**src/etl_sqrt.sv**
```systemverilog
// ----------------------------------------------------------------------------
// etl_sqrt
// Iterative floored integer square root, one root bit per cycle.
// ----------------------------------------------------------------------------
module etl_sqrt #(
    parameter int ROOT_W = 17
) (
    input  logic                  i_clk,
    input  logic                  i_rst_n,
    input  logic                  i_start,
    input  logic [2*ROOT_W-2:0]   i_radicand,
    output logic                  o_done,
    output logic [ROOT_W-1:0]     o_root
);

    localparam int RAD_W = 2 * ROOT_W;
    localparam int REM_W = ROOT_W + 2;
    localparam int TRY_W = ROOT_W + 4;
    localparam int CNT_W = $clog2(ROOT_W + 1);

    logic [RAD_W-1:0]  r_rad,  n_rad;
    logic [REM_W-1:0]  r_rem,  n_rem;
    logic [ROOT_W-1:0] r_root, n_root;
    logic [CNT_W-1:0]  r_cnt,  n_cnt;
    logic              r_busy, n_busy;
    logic              r_done, n_done;
    logic [TRY_W-1:0]  w_rem_sh;
    logic [TRY_W-1:0]  w_trial;

    always_comb begin
        w_rem_sh = {r_rem, r_rad[RAD_W-1 -: 2]};
        w_trial  = TRY_W'({r_root, 2'b01});
        n_rad    = r_rad;
        n_rem    = r_rem;
        n_root   = r_root;
        n_cnt    = r_cnt;
        n_busy   = r_busy;
        n_done   = 1'b0;
        if (i_start) begin
            n_rad  = RAD_W'(i_radicand);
            n_rem  = '0;
            n_root = '0;
            n_cnt  = CNT_W'(ROOT_W);
            n_busy = 1'b1;
        end else if (r_busy) begin
            n_rad = r_rad << 2;
            if (w_rem_sh >= w_trial) begin
                n_rem  = REM_W'(w_rem_sh - w_trial);
                n_root = {r_root[ROOT_W-2:0], 1'b1};
            end else begin
                n_rem  = REM_W'(w_rem_sh);
                n_root = {r_root[ROOT_W-2:0], 1'b0};
            end
            n_cnt = r_cnt - 1'b1;
            if (r_cnt == CNT_W'(1)) begin
                n_busy = 1'b0;
                n_done = 1'b1;
            end
        end
    end

    always_ff @(posedge i_clk) begin
        if (!i_rst_n) begin
            r_busy <= 1'b0;
            r_done <= 1'b0;
            r_cnt  <= '0;
        end else begin
            r_busy <= n_busy;
            r_done <= n_done;
            r_cnt  <= n_cnt;
        end
    end

    always_ff @(posedge i_clk) begin
        r_rad  <= n_rad;
        r_rem  <= n_rem;
        r_root <= n_root;
    end

    assign o_done = r_done;
    assign o_root = r_root;

endmodule

```
**config.mk**
```make
export PLATFORM = sky130hd
export DESIGN_NAME = etl_sqrt
export DESIGN_NICKNAME = d
export VERILOG_FILES = /design/src/etl_sqrt.sv
export SDC_FILE = /design/constraint.sdc
export NUM_CORES = 1
export LEC_CHECK = 0
export BUFFER_PORTS_ARGS = -buffer_cell sky130_fd_sc_hd__buf_2
export CORE_UTILIZATION = 62
export CTS_CLUSTER_DIAMETER = 150
export CTS_CLUSTER_SIZE = 8
export DETAILED_ROUTE_END_ITERATION = 12
export GPL_ROUTABILITY_DRIVEN = 0
export PLACE_DENSITY = 0.81
export SLEW_MARGIN = 10
export SYNTH_ARGS = -nofsm -noshare
export SYNTH_HDL_FRONTEND = slang
export SYNTH_SLANG_ARGS = --single-unit
```
**constraint.sdc**
```tcl
create_clock -name i_clk -period 5.92 [get_ports i_clk]
set_input_delay 0.592 -clock i_clk [delete_from_list [all_inputs] [get_ports i_clk]]
set_output_delay 0.592 -clock i_clk [all_outputs]
set_load 0.03 [all_outputs]
```
==> impl_metrics.ini <==
[worst_setup_path]
cp-end-kind = flip-flop
timing.rr.end = r_rem[2]
crit_fanout = 29
arrival_ps = 3100
r2r.worst_path.cells = 10
timing.rr.start = o_root[6]
r2r_setup_slack_ps = 3070
critPathLaunchType = flip-flop
required_ps = 6170
crit_type = flip-flop to flip-flop

[timing]
fmax_mhz = 351.3
hold_ws_ps = 477.9
slew_headroom_pct = 21.04
final-max-slew-violation-count = 0
timing.final.crit_share_pct = 48.08
rsz0062_at_grt = false
finalCriticalPeriod_ps = 2846
finalHoldViolCount = 0
clock_skew_ps = 8.384
worstMarginPinSlew_ps = 1183
tns_ps = 0
finalSetupViolCount = 0

[cts]
cts.reportedPaths.clkPinSlew_ps = 80
cts_root_buf = clkbuf_8
postCtsSetupRepairBufs = 0
cts_tree = done
clkSinkCount = 77
cts_htree_levels = 3
hold_buffers = 0
cts_resized = 0
clk_latency_ps = 350
clk_path_buf_depth = 2
cts_buffers = 9

[floorplan]
ios = 54
die_w_um = 83.56
num_rows = 29
fp.coreArea_um2 = 6386
initial_utilization_pct = 64.58
design.die.area_um2 = 6981
die-height_um = 83.56

[placed_design]
hpwl_mm = 5.378
numPortBuffers = 53

[outcome]
status = completed

[logic_synthesis]
synthesis.area_um2 = 4124
ys_types = 48
synth_common_cells = dfxtp_1, nor2_1, edfxtp_1
synth_top_cells_by_area = edfxtp_1, dfxtp_1, mux2_2
ys_seq_area_share_pct = 45.39
yosysWarnings = 0
avgSynthCellArea_um2 = 10.36
netlist.area_leader.share_pct = 24.03
synth_edf_count = 33
synth_nets = 455
synth_top_cell_by_area = edfxtp_1
syn_inst = 398
synth_async_sr_flop_share_pct = 0
ys.flop_type = dfxtp_1
yosys_register_bits = 77

[drt]
antenna_left = 0
routedWlPerCell_um = 14.57
drc = 0
vias_per_cell = 5.842
drt-total-wl_mm = 7.736
vias = 3102
drtPass1Iterations = 4
drt-initial-drc-count = 183

[grt]
grt_max_degree = 65
grt_pass1_wl_mm = 13.14
grt_pass1_vias = 2953
track_usage_pct = 23.20
antenna_found_initial = 0
overflow = 0

[layout]
nets = 506
fillers = 484
post-route-util_pct = 72.51
syn2layout_area_growth_pct = 12.29
drive_gt1_share_pct = 25.11
antenna_cells = 0

[power]
power_density_nw_per_um2 = 450.5
p_leak_uw = 0.001892
peakVddDrop_mv = 0.2945
finalPower_uw = 2086

[worst_hold_path]
hold_class = flip-flop to flip-flop
min_from = r_rem[17]
min_path_cells = 2
whs_endpoint = r_rem[17]

[run]
maxCapViolCount = 0
[worst max-delay path, stage by stage, from the launching register on]
cell and delay [ps]:
dfxtp_1 370, inv_1 60, ha_1 370, a21oi_1 340, and3_1 290, nor2b_1 190, a2111oi_2 100, nor4b_4 230
buf_4 380, mux2i_1 130, a211oi_1 280
[state kept, by name, summed over array words and instances, names as in the netlist]
| name | cells |
|---|---|
| r_rad | 34 |
| r_rem | 19 |
| o_root | 17 |
| r_cnt | 5 |
| o_done | 1 |
| r_busy | 1 |
[power by group]
part / total, uW / internal, uW / switching (uW) / leakage [uW]
logic: 1020 / 440 / 581 / 0.00110
registers: 677 / 629 / 48.1 / 0.000692
clock network: 389 / 194 / 195 / 0.0000964
[stage by stage]
step	worst slack (ps)	std cells	cell area [um^2]
4_1_cts	3099	531	4631
3_5_place_dp	2955	515	4442
5_1_grt	2806	531	4631
6_report	3074	531	4631
2_1_floorplan	3291	398	4124
3_3_place_gp	3005	515	4442
[worst max path at each step]
stage,endpoint,from,cells past startpoint
3_3_place_gp,r_rad[1],i_start,4
2_1_floorplan,r_rem[16],o_root[1],11
5_1_grt,r_rem[2],o_root[6],10
4_1_cts,r_rem[2],o_root[6],10
6_report,r_rem[2],o_root[6],10
3_5_place_dp,r_rad[3],i_start,4
[routing by layer]
| metal | global-route usage, % | vias to the layer above | part of all wire (%) |
|---|---|---|---|
| li1 | - | 1540 | - |
| met1 | 30.56 | 1460 | 46 |
| met2 | 36.81 | 91 | 46 |
| met3 | 6.825 | 11 | 6.7 |
| met4 | 7.704 | 0 | 1.2 |
| met5 | 0 | - | 0 |
[cell type report]
type                    count  area, um^2  area share [%]
inverters                  29       108.9           2.351
well taps                  77       96.34           2.081
flip-flops and latches     77        1873           40.45
clock buffers              10       127.6           2.756
clock inverters             6       61.31           1.324
repair buffers             56       287.8           6.215
multi-input cells         276        2076           44.83
[cell usage in the layout (no fill, tap or decap), types with 2 or more instances in the layout]
| master | count |
|---|---|
| a21oi_1 | 21 |
| a31oi_1 | 5 |
| o311ai_1 | 3 |
| clkbuf_8 | 9 |
| a32oi_1 | 6 |
| clkinv_2 | 3 |
| nor3_1 | 6 |
| xnor2_1 | 12 |
| and2_1 | 2 |
| buf_2 | 53 |
| nand3_1 | 7 |
| buf_4 | 3 |
| mux2i_1 | 27 |
| xor2_1 | 8 |
| nand4_1 | 2 |
| edfxtp_1 | 33 |
| dfxtp_1 | 43 |
| o31ai_1 | 5 |
| ha_1 | 21 |
| a211oi_1 | 11 |
| o21ai_0 | 8 |
| nor2_1 | 44 |
| inv_1 | 29 |
| nor2b_1 | 3 |
| a211oi_2 | 2 |
| nand2b_1 | 4 |
| a21boi_0 | 2 |
| nand2_1 | 23 |
| and3_1 | 2 |
| o211ai_1 | 4 |
| mux2_2 | 31 |
[cell families (layout without fill, tap and decap cells)]
| family | Yosys count | after routing | share of synthesized area, % |
|---|---|---|---|
| and+or+nand+nor | 100 | 100 | 11.35 |
| muxes | 58 | 58 | 15.02 |
| buffers and inverters | 45 | 101 | 4.490 |
| AOI/OAI and AO/OA | 77 | 77 | 13.14 |
| xor gates and xnor gates | 20 | 20 | 4.248 |
| adders and majority gates | 21 | 21 | 6.371 |
| DFF | 77 | 77 | 45.39 |
Power figures use the tool's default switching activity.
